## config.mk

```make
export PLATFORM = sky130hd
export DESIGN_NAME = http_chunked_body_decoder_top
export DESIGN_NICKNAME = d
export VERILOG_FILES = /design/src/hdl/hcbd_pkg.sv /design/src/hdl/hcbd_front.sv /design/src/hdl/hcbd_queue.sv /design/src/hdl/hcbd_back.sv /design/src/hdl/http_chunked_body_decoder_top.sv
export SDC_FILE = /design/constraint.sdc
export NUM_CORES = 1
export LEC_CHECK = 0
export BUFFER_PORTS_ARGS = -buffer_cell sky130_fd_sc_hd__buf_2
export CORE_UTILIZATION = 30
export DETAILED_ROUTE_END_ITERATION = 16
export MAX_ROUTING_LAYER = met4
export PLACE_DENSITY = 0.48
export SLEW_MARGIN = 10
export SYNTH_ARGS = -nofsm -noshare
export SYNTH_HDL_FRONTEND = slang
export SYNTH_SLANG_ARGS = --single-unit
```

## constraint.sdc

```tcl
create_clock -name clock -period 6.7 [get_ports clock]
set_input_delay 0.335 -clock clock [delete_from_list [all_inputs] [get_ports clock]]
set_output_delay 0.335 -clock clock [all_outputs]
set_load 0.05 [all_outputs]
```

## src/hdl/hcbd_pkg.sv

```systemverilog
package hcbd_pkg;

   // Field widths of the decoder state.
   localparam int SIZE_W  = 28;
   localparam int LINE_W  = 4;
   localparam int COUNT_W = 17;

   localparam logic [COUNT_W-1:0] COUNT_MAX = '1;

   localparam logic [7:0] CH_CR = 8'h0D;
   localparam logic [7:0] CH_LF = 8'h0A;

   // Default limit on size-line length.
   localparam int DEFAULT_MAX_SIZE_CHARS = 8;

   // Queue between the classifier and the decoder.
   localparam int QUEUE_DEPTH = 4;
   localparam int PTR_W       = $clog2(QUEUE_DEPTH);
   localparam int QCNT_W      = $clog2(QUEUE_DEPTH + 1);

   typedef enum logic [2:0] {
      PH_SIZE,
      PH_SIZE_LF,
      PH_DATA,
      PH_DATA_CR,
      PH_DATA_LF,
      PH_ENDED,
      PH_ERROR,
      PH_EMPTY
   } phase_type;

   typedef enum logic [1:0] {
      ST_RUNNING,
      ST_ENDED,
      ST_TOO_LONG,
      ST_EMPTY
   } status_type;

   // One classified body byte.
   typedef struct packed {
      logic [7:0] data;
      logic       last;
      logic       is_cr;
      logic       is_lf;
      logic       is_hex;
      logic [3:0] hex_val;
   } item_type;

   // Queue fill status.
   typedef struct packed {
      logic full;
      logic empty;
   } q_stat_type;

   // Size-line parser state.
   typedef struct packed {
      phase_type         phase;
      logic [SIZE_W-1:0] acc;
      logic [LINE_W-1:0] chars;
      logic              hex_open;
   } line_type;

endpackage

```

## src/hdl/hcbd_front.sv

```systemverilog
module hcbd_front
   import hcbd_pkg::*;
(
   input  logic [7:0] data_byte,
   input  logic       last_byte,
   output item_type   item
);

   // Classify the byte: line terminators and hex digit value.
   always_comb begin
      item.data    = data_byte;
      item.last    = last_byte;
      item.is_cr   = (data_byte == CH_CR);
      item.is_lf   = (data_byte == CH_LF);
      item.is_hex  = 1'b0;
      item.hex_val = data_byte[3:0];
      if (data_byte >= 8'h30 && data_byte <= 8'h39) begin
         item.is_hex = 1'b1;
      end else if ((data_byte >= 8'h61 && data_byte <= 8'h66) ||
                   (data_byte >= 8'h41 && data_byte <= 8'h46)) begin
         item.is_hex  = 1'b1;
         item.hex_val = 4'(data_byte[3:0] + 4'd9);
      end
   end

endmodule

```

## src/hdl/hcbd_queue.sv

```systemverilog
module hcbd_queue
   import hcbd_pkg::*;
(
   input  logic       clock,
   input  logic       reset,
   input  logic       push,
   input  item_type   push_item,
   input  logic       pop,
   output item_type   head_item,
   output q_stat_type stat
);

   item_type          entry_ff [QUEUE_DEPTH];
   logic [PTR_W-1:0]  wr_ptr_ff, wr_ptr_in;
   logic [PTR_W-1:0]  rd_ptr_ff, rd_ptr_in;
   logic [QCNT_W-1:0] count_ff, count_in;

   assign stat.full  = (count_ff == QCNT_W'(QUEUE_DEPTH));
   assign stat.empty = (count_ff == '0);
   assign head_item  = entry_ff[rd_ptr_ff];

   // Pointer and fill count update.
   always_comb begin
      wr_ptr_in = wr_ptr_ff;
      rd_ptr_in = rd_ptr_ff;
      count_in  = count_ff;
      if (push) begin
         wr_ptr_in = (wr_ptr_ff == PTR_W'(QUEUE_DEPTH - 1)) ? '0 : PTR_W'(wr_ptr_ff + 1'b1);
      end
      if (pop) begin
         rd_ptr_in = (rd_ptr_ff == PTR_W'(QUEUE_DEPTH - 1)) ? '0 : PTR_W'(rd_ptr_ff + 1'b1);
      end
      if (push && !pop) begin
         count_in = QCNT_W'(count_ff + 1'b1);
      end else if (pop && !push) begin
         count_in = QCNT_W'(count_ff - 1'b1);
      end
   end

   always_ff @(posedge clock) begin
      if (reset) begin
         wr_ptr_ff <= '0;
         rd_ptr_ff <= '0;
         count_ff  <= '0;
      end else begin
         wr_ptr_ff <= wr_ptr_in;
         rd_ptr_ff <= rd_ptr_in;
         count_ff  <= count_in;
      end
   end

   // Entry storage needs no reset.
   always_ff @(posedge clock) begin
      if (push) begin
         entry_ff[wr_ptr_ff] <= push_item;
      end
   end

endmodule

```

## src/hdl/hcbd_back.sv

```systemverilog
module hcbd_back
   import hcbd_pkg::*;
#(
   parameter int MAX_SIZE_CHARS = DEFAULT_MAX_SIZE_CHARS
)
(
   input  logic               clock,
   input  logic               reset,
   input  item_type           item,
   input  q_stat_type         q_stat,
   output logic               pop,
   input  logic               out_ready,
   output logic               out_valid,
   output logic               payload_valid,
   output logic [7:0]         payload_byte,
   output logic [1:0]         body_status,
   output logic [COUNT_W-1:0] payload_count
);

   line_type           line_ff, line_in;
   logic [SIZE_W-1:0]  remain_ff, remain_in;
   logic               first_ff, first_in;
   logic [COUNT_W-1:0] count_ff, count_in;

   logic               out_valid_ff;
   logic               pay_valid_ff, pay_valid_in;
   logic [7:0]         pay_byte_ff;
   status_type         status_ff, status_in;
   logic [COUNT_W-1:0] out_count_ff;

   function automatic line_type begin_line();
      line_type r;
      r.phase    = PH_SIZE;
      r.acc      = '0;
      r.chars    = '0;
      r.hex_open = 1'b1;
      return r;
   endfunction

   // Count one size-line character and fold in a hex digit while digits are open.
   function automatic line_type count_char(line_type s, logic is_hex, logic [3:0] v);
      line_type          r;
      logic [LINE_W-1:0] n;
      r       = s;
      n       = LINE_W'(s.chars + 1'b1);
      r.chars = n;
      if (n >= LINE_W'(MAX_SIZE_CHARS)) begin
         r.phase = PH_ERROR;
      end else if (s.hex_open && is_hex) begin
         if (s.acc[SIZE_W-1 -: 4] != '0) begin
            r.acc = '1;
         end else begin
            r.acc = {s.acc[SIZE_W-5:0], v};
         end
      end else begin
         r.hex_open = 1'b0;
      end
      return r;
   endfunction

   function automatic line_type size_byte(line_type s, item_type it);
      line_type r;
      r = s;
      if (it.is_cr) begin
         r.phase = PH_SIZE_LF;
      end else begin
         r = count_char(s, it.is_hex, it.hex_val);
      end
      return r;
   endfunction

   // Take the head item whenever the output register is free or being drained.
   assign pop = !q_stat.empty && (!out_valid_ff || out_ready);

   // Decoder step for the head item.
   always_comb begin
      line_in      = line_ff;
      remain_in    = remain_ff;
      first_in     = first_ff;
      count_in     = count_ff;
      pay_valid_in = 1'b0;
      case (line_ff.phase)
         PH_SIZE: begin
            line_in = size_byte(line_ff, item);
         end
         PH_SIZE_LF: begin
            if (item.is_lf) begin
               if (line_ff.acc == '0) begin
                  line_in.phase = first_ff ? PH_EMPTY : PH_ENDED;
               end else begin
                  remain_in     = line_ff.acc;
                  first_in      = 1'b0;
                  line_in.phase = PH_DATA;
               end
            end else begin
               // A bare CR counts as an ordinary character.
               line_in.phase = PH_SIZE;
               line_in       = count_char(line_in, 1'b0, 4'd0);
               if (line_in.phase != PH_ERROR) begin
                  line_in = size_byte(line_in, item);
               end
            end
         end
         PH_DATA: begin
            pay_valid_in = 1'b1;
            if (count_ff != COUNT_MAX) begin
               count_in = COUNT_W'(count_ff + 1'b1);
            end
            remain_in = SIZE_W'(remain_ff - 1'b1);
            if (remain_in == '0) begin
               line_in.phase = PH_DATA_CR;
            end
         end
         PH_DATA_CR: begin
            if (item.is_cr) begin
               line_in.phase = PH_DATA_LF;
            end else begin
               line_in = size_byte(begin_line(), item);
            end
         end
         PH_DATA_LF: begin
            line_in = begin_line();
            if (!item.is_lf) begin
               line_in = size_byte(line_in, item);
            end
         end
         default: begin
         end
      endcase

      case (line_in.phase)
         PH_ENDED: status_in = ST_ENDED;
         PH_ERROR: status_in = ST_TOO_LONG;
         PH_EMPTY: status_in = ST_EMPTY;
         default:  status_in = item.last ? ST_ENDED : ST_RUNNING;
      endcase
   end

   // Decoder state; a last-marked byte restarts the body.
   always_ff @(posedge clock) begin
      if (reset) begin
         line_ff   <= begin_line();
         remain_ff <= '0;
         first_ff  <= 1'b1;
         count_ff  <= '0;
      end else if (pop) begin
         if (item.last) begin
            line_ff   <= begin_line();
            remain_ff <= '0;
            first_ff  <= 1'b1;
            count_ff  <= '0;
         end else begin
            line_ff   <= line_in;
            remain_ff <= remain_in;
            first_ff  <= first_in;
            count_ff  <= count_in;
         end
      end
   end

   // Output register valid flag.
   always_ff @(posedge clock) begin
      if (reset) begin
         out_valid_ff <= 1'b0;
      end else if (pop) begin
         out_valid_ff <= 1'b1;
      end else if (out_ready) begin
         out_valid_ff <= 1'b0;
      end
   end

   // Output register payload.
   always_ff @(posedge clock) begin
      if (pop) begin
         pay_valid_ff <= pay_valid_in;
         pay_byte_ff  <= pay_valid_in ? item.data : 8'd0;
         status_ff    <= status_in;
         out_count_ff <= count_in;
      end
   end

   assign out_valid     = out_valid_ff;
   assign payload_valid = pay_valid_ff;
   assign payload_byte  = pay_byte_ff;
   assign body_status   = status_ff;
   assign payload_count = out_count_ff;

endmodule

```

## src/hdl/http_chunked_body_decoder_top.sv

```systemverilog
// Each input transfer is written into the queue storage and then into the
// output register before its result appears on rsp_tvalid.
// Throughput: one byte per cycle while rsp_tready stays high; a four-entry
// queue between the classifier and the decoder absorbs output stalls before req_tready drops.
// Reset (synchronous, active high) empties the queue, drops rsp_tvalid and
// returns the decoder to the size line of the first chunk.
module http_chunked_body_decoder_top
   import hcbd_pkg::*;
#(
   parameter int MAX_SIZE_CHARS = DEFAULT_MAX_SIZE_CHARS
)
(
   input  logic        clock,
   input  logic        reset,
   input  logic        req_tvalid,
   output logic        req_tready,
   input  logic [7:0]  req_tdata,   // data_byte[7:0]
   input  logic        req_tlast,   // last_byte
   output logic        rsp_tvalid,
   input  logic        rsp_tready,
   output logic [31:0] rsp_tdata,   // payload_byte[7:0], body_status[9:8],
                                    // payload_count[26:10], zero fill
   output logic        rsp_tuser    // payload_valid
);

   item_type           front_item;
   item_type           head_item;
   q_stat_type         q_stat;
   logic               push;
   logic               pop;
   logic [7:0]         payload_byte;
   logic [1:0]         body_status;
   logic [COUNT_W-1:0] payload_count;

   assign req_tready = !q_stat.full;
   assign push       = req_tvalid && req_tready;

   hcbd_front u_front (
      .data_byte (req_tdata),
      .last_byte (req_tlast),
      .item      (front_item)
   );

   hcbd_queue u_queue (
      .clock     (clock),
      .reset     (reset),
      .push      (push),
      .push_item (front_item),
      .pop       (pop),
      .head_item (head_item),
      .stat      (q_stat)
   );

   hcbd_back #(
      .MAX_SIZE_CHARS (MAX_SIZE_CHARS)
   ) u_back (
      .clock         (clock),
      .reset         (reset),
      .item          (head_item),
      .q_stat        (q_stat),
      .pop           (pop),
      .out_ready     (rsp_tready),
      .out_valid     (rsp_tvalid),
      .payload_valid (rsp_tuser),
      .payload_byte  (payload_byte),
      .body_status   (body_status),
      .payload_count (payload_count)
   );

   assign rsp_tdata = {5'd0, payload_count, body_status, payload_byte};

   // A data byte is only ever passed while the body is still running or ends on it.
   a_payload_status : assert property (@(posedge clock) disable iff (reset)
      rsp_tvalid && rsp_tuser |-> rsp_tdata[9] == 1'b0)
      else $error("payload byte reported with a terminal error status");

   // Non-payload results carry a zero byte.
   a_zero_byte : assert property (@(posedge clock) disable iff (reset)
      rsp_tvalid && !rsp_tuser |-> rsp_tdata[7:0] == 8'd0)
      else $error("non-payload result carries a nonzero byte");

   // The decoder never pops an empty queue.
   a_no_underflow : assert property (@(posedge clock) disable iff (reset)
      pop |-> !q_stat.empty)
      else $error("queue popped while empty");

endmodule

```

Yosys cells after proc, flatten, opt, wreduce, memory -nomap -nowiden:

Memory sizes are Yosys's and may differ from the RTL's. A register that Yosys moved wholly into a read port is not among the register bits.
Cells that the tools add are included.

* order comparisons: 8
* reductions and logical operators: 32
* add/sub/neg operators: 9
* mux-type cells: 64
* equality and inequality tests: 27

Operator list (number)
* two-way mux 28 bit: 8
* two-way mux 33 bit: 5
* one-hot mux 33 bit (4 select lines): 1
* two-way mux 36 bit: 2
* zero test 28 bit: 2
* one-hot mux 28 bit (2 select lines): 1
* two-way mux 17 bit: 3
* two-way mux 3 bit: 13
* two-way mux 34 bit: 1
* subtractor 28 x 1 -> 28 bit, second input constant: 1
* != test 3 x 2 -> 1 bit, second input constant: 8
* two-way mux 1 bit: 20
* adder 17 x 1 -> 17 bit, second input constant: 1
* != test 17 bit, second input constant: 1
* equality test 8 x 4 -> 1 bit, second input constant: 2
* >= comparator 8 x 7 -> 1 bit, second input constant: 2
* <= comparator 8 x 7 -> 1 bit, second input constant: 2
* equality test 3 bit, second input constant: 5
* one-hot mux 3 bit (5 select lines): 1
* != test 3 x 1 -> 1 bit, second input constant: 4
* AND reduction 11 bit: 1
* two-way mux 2 bit: 5
* logical AND 1 bit: 9
* adder 4 x 1 -> 4 bit, second input constant: 2
* other kinds (25): 40

* input port bits: 13
* output and inout bits: 35
* register bits after elaboration: 118
* bits in writable memories: 64
* memories kept: 1

Memories
* u_queue.entry_ff: words 4, width 16, read ports 1, clocked after memory_dff 1, wr ports 1, line hcbd_queue.sv:13 `item_type entry_ff [QUEUE_DEPTH];`

Logic depth before layout (Yosys ltp):

Gate-level depths: netlist (run 1).

* word-level depth: 14
* gate-level depth with buffers: 10
* depth with buffers taken out: 10

By module:

From an unflattened synthesis (run 1), not the netlist that was laid out.

* cell total of the unflattened synthesis: 927
* area, all modules: 9430.3 um2

By module, submodules not included
* hcbd_back: cells an instance 752, area each 6271.0 um2, times used 1, sequential area each 2502.4 um2
* hcbd_queue: cells an instance 128, area each 2786.4 um2, times used 1, sequential area each 2102.0 um2
* hcbd_front: cells an instance 39, area each 321.6 um2, times used 1, sequential area each 0.0 um2
* http_chunked_body_decoder_top: cells an instance 8, area each 51.3 um2, times used 1, sequential area each 0.0 um2

Worst setup path before layout (run 1):

OpenSTA, ideal clock, no wires.

* kind: register to register
* start: reg u_back.out_valid_ff, in the netlist u_back.out_valid
* end: reg u_back.count_ff[13]
* setup slack: 3891 ps
* data required time: 6572 ps
* library setup time: 128 ps
* stages on the path, launching flop included: 9
* arrival time: 2681 ps
* buffers on the path: 2
* path through: dfxtp_1 > nor2b_1 > or2_2 > buf_2 > inv_1 > clkbuf_1 > o21ai_0 > a22oi_1 > nor2_1

* word-level cells in the longest chain between the ends: 3

Ends and longest elaborated chain
* start, declared: line hcbd_back.sv:25 `logic out_valid_ff;`
* start signal, assigned: line hcbd_back.sv:164 `out_valid_ff <= 1'b0;`
* start signal, assigned: line hcbd_back.sv:166 `out_valid_ff <= 1'b1;`
* start signal, assigned: line hcbd_back.sv:168 `out_valid_ff <= 1'b0;`
* zero test 1 bit: line hcbd_back.sv:73 `assign pop = !q_stat.empty && (!out_valid_ff || out_ready);`
* logical OR 1 bit: line hcbd_back.sv:73
* logical AND 1 bit: line hcbd_back.sv:73
* via pop: line http_chunked_body_decoder_top.sv:30 `logic pop;`
* end signal, assigned: line hcbd_back.sv:156 `count_ff <= count_in;`
* end, declared: line hcbd_back.sv:23 `logic [COUNT_W-1:0] count_ff, count_in;`

The timed path passes the listed nets, and every way through them passes these cells.
A chain may end at the register's enable or synchronous reset.

==> results of run 1 <==
-- worst max-delay path, cell delays in order (launching register included) --
cell      delay [ps]
dfxtp_1          310
buf_4            340
mux4_2           820
or3_1            700
a21oi_2          690
o211ai_1         190
a21oi_1          170
-- metrics by stage --
| step | utilization (%) | cells |
|---|---|---|
| after CTS | 34.5 | 1317 |
| after floorplan | - | 909 |
| after detailed placement | 32.3 | 1285 |
| after global placement | 32.3 | 1285 |
| final | 34.5 | 1317 |
| after global routing | 34.5 | 1317 |
-- synth_stat cells (18+ instances only) --
library cell	number
dfxtp_1	92
o21ai_0	56
nand2b_1	29
inv_1	21
a21oi_1	87
nor3_1	28
nor4_1	20
edfxtp_1	92
clkbuf_1	36
nor2_1	59
xnor2_1	18
o211ai_1	26
nand3_1	30
nand2_1	72
-- where the power goes --
part	internal, uW	switching (uW)
registers	1380	106
logic	505	1210
clock network	537	566
total	2420	1880
-- how the worst min path moves through the flow --
stage,from,endpoint,slack (ps),depth (start not counted)
after global placement,u_back.remain_ff[27],u_back.remain_ff[27],470,2
final,req_tlast,u_queue.entry_ff[0][7],110,1
after global routing,req_tlast,u_queue.entry_ff[0][7],90,1
after floorplan,req_tdata[2],u_queue.entry_ff[0][10],430,0
after CTS,req_tlast,u_queue.entry_ff[0][7],90,1
after detailed placement,u_back.remain_ff[27],u_back.remain_ff[27],470,2
-- registers in the layout, indices dropped and copies added (netlist names), named ones only --
name	count
u_back.out_valid	1
u_back.first_ff	1
u_back.body_status	2
u_back.remain_ff	28
u_back.payload_valid	1
u_back.payload_count	17
u_queue.wr_ptr_ff	2
u_back.payload_byte	8
u_back.count_ff	17
u_queue.entry_ff	64
u_queue.count_ff	3
u_queue.rd_ptr_ff	2
u_back.line_ff	36
-- cells by family (layout without fill, tap and decap cells) --
logic type,count (synthesis),in the layout,share of synthesized area [%]
xor gates and xnor gates,33,33,3.15
muxes,29,29,5.31
DFF,184,184,50.3
and+or+nand+nor,312,312,18.0
adders and majority gates,16,16,2.27
other,1,5,0.0409
buffers and inverters,85,103,4.12
AOI/OAI and AO/OA,245,245,16.9
-- routing by layer --
metal  track usage, %  vias to the layer above
li1                 -                     3388
met1             20.3                     3387
met2             24.2                      156
met3             2.49                       21
met4             4.92                        0
met5                -                        -
-- cell type report --
type / instances / area [um2]
clock buffer: 17 / 425
sequential: 184 / 4600
inverter: 21 / 78.8
timing repair buffer: 50 / 270
tap: 390 / 488
clock inverter: 15 / 233
fill: 3028 / 19600
multi-input combinational: 640 / 4190
==> results.yml, run 1 <==
clocking:
  clk_latency_ps: 450
  cts_resized: 0
  cts_max_level: 4
  clkTransAtPathRegs_ps: 80
  clock-sinks: 184
  root_buffer: "clkbuf_16"
  numCtsBuffers: 17
  cts_tree: "done"
  ctsHoldBuffers: 0
  cts_buffer_depth: 2
  post-cts-setup-buffers: 0
pwr:
  leakagePower_uw: 0.00358
  power.density_nw_per_um2: 418
  p_total_uw: 4300
  peakVddDrop_mv: 0.173
floorplan:
  die_y_um: 177
  start_util_pct: 30.7
  die_area_um2: 31200
  core_um2: 29900
  pin_count: 48
  core.rowCount: 63
  dieWidth_um: 177
setup_path:
  arrival_ps: 3680
  required_ps: 7070
  setup.worst_path.end_class: "register"
  crit_path_max_fanout: 24
  timing.rr.end: "u_back.remain_ff[12]"
  r2r_setup_slack_ps: 3390
  crit_path_start_kind: "register"
  r2r_cells: 6
  worst-setup-path-type: "register to register"
  cp-endpoint: "u_back.remain_ff[12]"
run_status:
  outcome: "finished, final reports clean"
grt:
  grt_util_all_layers_pct: 15.4
  grt_max_degree: 61
  grt_antenna_before_repair: 0
  grt_pass1_vias: 6726
  grt-ovfl-total: 0
  grt_pass1_wl_um: 36900
placed_design:
  placed_area_um2: 9640
  gp_routability_congestion: 0.914
  numPortBuffers: 42
  hpwl_um: 14800
  place_ws_ps: 3360
drt:
  wl_per_cell_um: 17.1
  drcViolationCount: 0
  met3_length_um: 728
  antenna_left: 0
  first_pass_iters: 5
  dr.max_layer_used: "met4"
  vias: 6952
  wl_um: 22500
  dr_wl_met2_um: 10500
  vias_per_cell: 5.28
  wl_met1_um: 10900
  drt-initial-drc-count: 584
cells_and_area:
  insertedDiodeCount: 0
  mostFrequentLayoutCells: "dfxtp_1, edfxtp_1, a21oi_1"
  area_growth_pct: 12.4
  layout-drive-gt1-share_pct: 13.3
  fin_nets: 943
  final_cell_area_um2: 10300
timing:
  fmax_mhz: 302
  fin_skew_ps: 14.7
  slew_violations: 0
  final.setup.worst_slack_ps: 3390
  hold_ws_ps: 106
  worstMarginPinSlew_ps: 917
  period_minus_slack_ps: 3310
  fin_tns_setup_ps: 0
  period_share_pct: 49.5
  rsz0062_at_grt: "false"
  finalHoldViolCount: 0
  setup_violations: 0
  relSlewSlack_pct: 38.9
run:
  max-cap-violations: 0
yosys:
  synthTopCellsByArea: "edfxtp_1, dfxtp_1, a21oi_1"
  async_flop_share_pct: 0
  syn_area_um2: 9160
  synthDistinctLibCells: 75
  synth-seq-cells: 184
  synth-edff-count: 92
  synth_warnings: 0
  synth_top_area_share_pct: 30.2
  ys.flop_type: "edfxtp_1"
  ys_seq_area_share_pct: 50.3
  syn_inst: 905
  synth.avg_cell_area_um2: 10.1
  synth_top_cell_by_area: "edfxtp_1"
min_path:
  worst_hold_path_type: "input port to register"
Power figures use the tool's default switching activity.
==> run 2: changes to the inputs <==
--- a/config.mk
+++ b/config.mk
@@ -5,6 +5,7 @@
 export SDC_FILE = /design/constraint.sdc
 export NUM_CORES = 1
 export LEC_CHECK = 0
+export ABC_AREA = 1
 export BUFFER_PORTS_ARGS = -buffer_cell sky130_fd_sc_hd__buf_2
 export CORE_UTILIZATION = 30
 export DETAILED_ROUTE_END_ITERATION = 16
==> constraint.sdc (replaced) <==
create_clock -name clock -period 3.35 [get_ports clock]
set_input_delay 0.1675 -clock clock [delete_from_list [all_inputs] [get_ports clock]]
set_output_delay 0.1675 -clock clock [all_outputs]
set_load 0.05 [all_outputs]
==> run 2 against run 1 <==
  * Critical path depth increased by 6
  * Synthesized area up 3.9%
  * Clock skew up 5.0 ps
  * Worst hold slack got worse by 79 ps
  * Critical endpoint is now u_back.line_ff[33]
==> results.yml, run 2 <==
run_status:
  outcome: "finished, final reports clean"
timing:
  final.setup.worst_slack_ps: 614
  setup_violations: 0
  rsz0062_at_grt: "false"
  slew_violations: 0
  worstMarginPinSlew_ps: 882
  relSlewSlack_pct: 41.2
  fin_skew_ps: 19.7
  hold_ws_ps: 26.1
  fin_tns_setup_ps: 0
  period_share_pct: 81.7
  finalHoldViolCount: 0
  period_minus_slack_ps: 2740
  fmax_mhz: 365
grt:
  grt_max_degree: 70
  grt_pass1_wl_um: 39200
  grt_pass1_vias: 7291
  grt_antenna_before_repair: 0
  grt-ovfl-total: 0
  grt_util_all_layers_pct: 15.6
placed_design:
  place_ws_ps: 576
  placed_area_um2: 10100
  gp_routability_congestion: 0.799
  numPortBuffers: 42
  hpwl_um: 16300
floorplan:
  die_y_um: 180
  pin_count: 48
  core_um2: 30900
  die_area_um2: 32500
  start_util_pct: 30.8
  core.rowCount: 64
  dieWidth_um: 180
yosys:
  async_flop_share_pct: 0
  synthTopCellsByCount: "nand2_1, nor2_1, a21oi_1"
  synthDistinctLibCells: 52
  syn_area_um2: 9520
  synthTopCellsByArea: "edfxtp_1, dfxtp_1, nand2_1"
  synth-edff-count: 92
  ys.flop_type: "edfxtp_1"
  syn_inst: 1186
  ys_seq_area_share_pct: 48.4
  synth_top_cell_by_area: "edfxtp_1"
  synth_warnings: 0
  synth.most_common_cell: "nand2_1"
  synth.avg_cell_area_um2: 8.03
  synth-seq-cells: 184
  synth_top_area_share_pct: 29.0
cells_and_area:
  finish.utilization_pct: 34.8
  insertedDiodeCount: 0
  largest-register: "u_queue.entry_ff"
  area_growth_pct: 13.1
  largest_reg_flops: 64
  final_common_cell: "nand2_1"
  layout-drive-gt1-share_pct: 11.6
  fin_nets: 1249
  ff_latch_area_um2: 4600
  final_cell_area_um2: 10800
  fillers: 3264
  reg.largest.list: "u_queue.entry_ff x64, u_back.line_ff x36, u_back.remain_ff x28"
  mostFrequentLayoutCells: "nand2_1, nor2_1, a21oi_1"
  multi_input_area_um2: 4220
setup_path:
  slowest_delay_ps: 450
  worst_path_max_delay_cell: "nor3_4"
  cp_num_buf_inv: 2
  crit_path_start_kind: "register"
  crit_family: "simple AND/OR/NAND/NOR gates"
  required_ps: 3720
  arrival_ps: 3100
  path_cells: "inv_2, nor3_4, inv_2, a21oi_1, nand2_1, nor2_1, nand3b_1, nor2_1, nand3_1, nand2_1, nand3_1, a21oi_1"
  crit_path_max_fanout: 26
  setup.worst_path.end_class: "register"
  worst-setup-path-type: "register to register"
min_path:
  worst_hold_path_type: "input port to register"
clocking:
  clkTransAtPathRegs_ps: 90
  ctsHoldBuffers: 6
  cts_buffer_depth: 2
  root_buffer: "clkbuf_16"
  clk_latency_ps: 450
  clock-sinks: 184
  cts_max_level: 4
  cts_tree: "done"
  post-cts-setup-buffers: 0
  cts_resized: 0
  numCtsBuffers: 17
drt:
  vias_per_cell: 4.73
  vias: 7701
  drt-initial-drc-count: 515
  antenna_left: 0
  wl_per_cell_um: 14.7
  first_pass_iters: 5
  drcViolationCount: 0
  wl_um: 23900
pwr:
  peakVddDrop_mv: 0.400
  power.density_nw_per_um2: 1010
  leakagePower_uw: 0.00431
run:
  max-cap-violations: 0
run 2: final cells by class:
type	instances	share of cell area, %
Timing Repair Buffer	62	3.49
Clock buffer	17	3.95
Inverter	117	4.09
Tap cell	396	4.60
Multi-Input combinational cell	838	39.2
Clock inverter	15	1.92
Sequential cell	184	42.8
run 2: cell families (layout without fill, tap and decap cells):
kind of cell / count (synthesis) / in the layout / share of synthesized area, %
DFF: 184 / 184 / 48.4
adders and majority gates: 16 / 16 / 2.18
xor gates and xnor gates: 21 / 21 / 1.93
AOI/OAI and AO/OA: 237 / 237 / 14.6
muxes: 1 / 1 / 0.118
other: 1 / 5 / 0.0394
and+or+nand+nor: 558 / 558 / 25.4
buffers and inverters: 168 / 211 / 7.46
run 2: worst reg2reg max path, cell delays in order, from the launching register on:
cell and delay, ps:
dfxtp_1 430, inv_2 100, nor3_4 450, inv_2 400, a21oi_1 270, nand2_1 100, nor2_1 110, nand3b_1 80
nor2_1 160, nand3_1 190, nand2_1 150, nand3_1 80, a21oi_1 150
run 2: routing by layer:
layer  routed length, um  GRT usage (%)  vias to the layer above  part of all wire [%]
li1                    -              -                     4008                     -
met1               12000           20.8                     3568                    50
met2               11100           24.4                      108                    46
met3                 598           2.53                       17                   2.5
met4                 237           4.41                        0                  0.99
met5                   0              -                        -                     0
run 2: final timing paths:
kind,from,endpoint,slack (ps),cells past startpoint
max,u_back.line_ff[34],u_back.line_ff[33],610,12
min,req_tdata[6],u_queue.entry_ff[0][14],30,1
max reg2reg,u_back.line_ff[34],u_back.line_ff[33],610,12
min reg2reg,u_back.first_ff,u_back.first_ff,450,2
run 2: report_power, final:
group	internal (uW)	total [uW]	switching [uW]
Combinational	1560	5580	4020
Clock	1040	2140	1100
Sequential	2900	3170	267
run 2: through the flow:
stage / power (uW) / cells
CTS: 11000 / 1629
global placement: 8810 / 1591
global route: 11800 / 1629
floorplan: 7570 / 1190
detailed placement: 8830 / 1591
finish: 10900 / 1629
==> run 3: changes to the inputs <==
==> constraint.sdc (replaced) <==
create_clock -name clock -period 2.79 [get_ports clock]
set_input_delay 0.1395 -clock clock [delete_from_list [all_inputs] [get_ports clock]]
set_output_delay 0.1395 -clock clock [all_outputs]
set_load 0.05 [all_outputs]
==> run 3 against run 2 <==
  * Sequential power increased by 20%
  * First-iteration DRC count grew 16%
  * Worst hold slack better by 35 ps
  * Via count rose by 0.70%
  * Sequential share of layout area decreased by 0.15 points
  * Setup slack worse by 290 ps
  * Die area is the same
  * Critical endpoint is now u_back.body_status[0]
  * Register-to-register slack worse by 290 ps
  * Largest cell class unchanged
  * Routed wire length is 0.85% higher
  * Clock power increased by 14%
==> results.yml, run 3 (synthesis gave the netlist of run 2 again) <==
pwr:
  peakVddDrop_mv: 0.553
  p_total_uw: 13000
  power.internal_uw: 6640
  seqPwrFrac_pct: 29.1
  switching_share_pct: 49.0
  netSwitchingPower_uw: 6390
  clkPwrFrac_pct: 18.8
  combPwrFrac_pct: 52.1
  power.density_nw_per_um2: 1200
  leakagePower_uw: 0.00434
clocking:
  numCtsBuffers: 17
  cts_buffer_depth: 2
  clk_latency_ps: 440
  clock-sinks: 184
  cts_tree: "done"
  root_buffer: "clkbuf_16"
  clkTransAtPathRegs_ps: 80
  cts_max_level: 4
cells_and_area:
  final_common_cell: "nand2_1"
  largest-register: "u_queue.entry_ff"
  insertedDiodeCount: 0
  fin_nets: 1258
  largest_reg_flops: 64
  final_cell_count_no_fill: 1638
  layout-drive-gt1-share_pct: 12.1
  area_growth_pct: 13.5
  mostFrequentLayoutCells: "nand2_1, nor2_1, a21oi_1"
  finish.utilization_pct: 35.0
  reg.largest.list: "u_queue.entry_ff x64, u_back.line_ff x36, u_back.remain_ff x28"
setup_path:
  required_ps: 3070
  crit_path_start_kind: "register"
  worst-setup-path-type: "register to register"
  crit_start: "u_back.remain_ff[0]"
  crit_family: "simple AND/OR/NAND/NOR gates"
  cp.depth: 12
  crit_path_max_fanout: 9
  slowest_delay_ps: 340
  worst_path_max_delay_cell: "nor2_2"
  cp_num_buf_inv: 1
  setup.worst_path.end_class: "register"
  path_cells: "inv_1, ha_1, nand2_2, nor2_2, nand3_1, xor2_1, nand3_1, nor2_1, nand3_1, nand2_1, nand3_1, o21ai_0"
  r2r_cells: 12
  arrival_ps: 2750
  crit_top_cell: "nand3_1"
  worstReg2RegStart: "u_back.remain_ff[0]"
min_path:
  worstHoldStart: "req_tdata[2]"
  min_path_cells: 1
  worst_hold_path_type: "input port to register"
grt:
  grt_pass1_vias: 7392
  grt_util_all_layers_pct: 15.5
  grt_max_degree: 46
  grt_pass1_wl_um: 38900
  grt-ovfl-total: 0
  grt_antenna_before_repair: 0
run:
  max-cap-violations: 0
timing:
  fin_tns_setup_ps: 0
  period_share_pct: 88.4
  fin_skew_ps: 13.0
  worstMarginPinSlew_ps: 716
  setup_violations: 0
  fmax_mhz: 405
  relSlewSlack_pct: 52.2
  period_minus_slack_ps: 2470
  slew_violations: 0
  finalHoldViolCount: 0
  rsz0062_at_grt: "false"
  final.setup.worst_slack_ps: 324
floorplan:
  core_um2: 30900
  dieWidth_um: 180
  die_y_um: 180
  start_util_pct: 30.8
  die_area_um2: 32500
  pin_count: 48
  core.rowCount: 64
drt:
  vias_per_cell: 4.73
  drt-initial-drc-count: 596
  drcViolationCount: 0
  vias: 7755
  wl_per_cell_um: 14.7
  antenna_left: 0
  wl_um: 24100
  first_pass_iters: 7
placed_design:
  numPortBuffers: 42
  hpwl_um: 16700
  gp_routability_congestion: 0.849
  placedCellCount: 1597
  place_ws_ps: 205
run_status:
  outcome: "finished, final reports clean"
## run 3: what timing repair did
action | in CTS | in global routing
endpoints found under the hold margin | 32 | 0
hold buffers | 8 | 0
resized for setup | 0 | 1
setup endpoints to repair | 0 | 19
buffers inserted | 0 | 0
## run 3: worst paths after layout
path	endpoint	slack, ps
hold reg to reg	u_back.first_ff	460
setup / recovery	u_back.body_status[0]	320
hold / removal	u_queue.entry_ff[2][10]	60
setup reg to reg	u_back.body_status[0]	320
## run 3: metrics by stage
stage | area (um2) | hold WS (ps)
2_1_floorplan | 9540 | 238
3_3_place_gp | 10100 | 397
3_5_place_dp | 10100 | 389
4_1_cts | 10800 | 31.2
5_1_grt | 10800 | 47.4
6_report | 10800 | 61.4
## run 3: power groups by stage
stage	Combinational, uW	Clock (uW)	Sequential, uW
after floorplan	4590	0	4510
after global placement	6750	0	3850
after detailed placement	6780	0	3860
after CTS	6820	2530	3800
after global routing	7600	2620	3860
final	6790	2450	3790
## run 3: cell type report
cell class                      count  area (um2)
Multi-Input combinational cell    839        4230
Inverter                          117         440
Clock buffer                       18         439
Timing Repair Buffer               70         440
Fill cell                        3276       20100
Sequential cell                   184        4600
Tap cell                          396         495
Clock inverter                     14         154
## run 3: routing by layer
layer	GRT usage [%]	up-vias	part of all wire (%)
met4	4.51	0	1.3
met3	2.63	22	2.2
li1	-	4015	-
met1	20.9	3609	51
met5	-	-	0
met2	23.9	109	45
## run 3: worst register-to-register path, cell delays in order, from the launching register on
cell     delay [ps]
dfxtp_1         330
inv_1           140
ha_1            270
nand2_2         130
nor2_2          340
nand3_1         150
xor2_1          230
nand3_1         100
nor2_1          170
nand3_1         160
nand2_1         120
nand3_1          90
o21ai_0          80
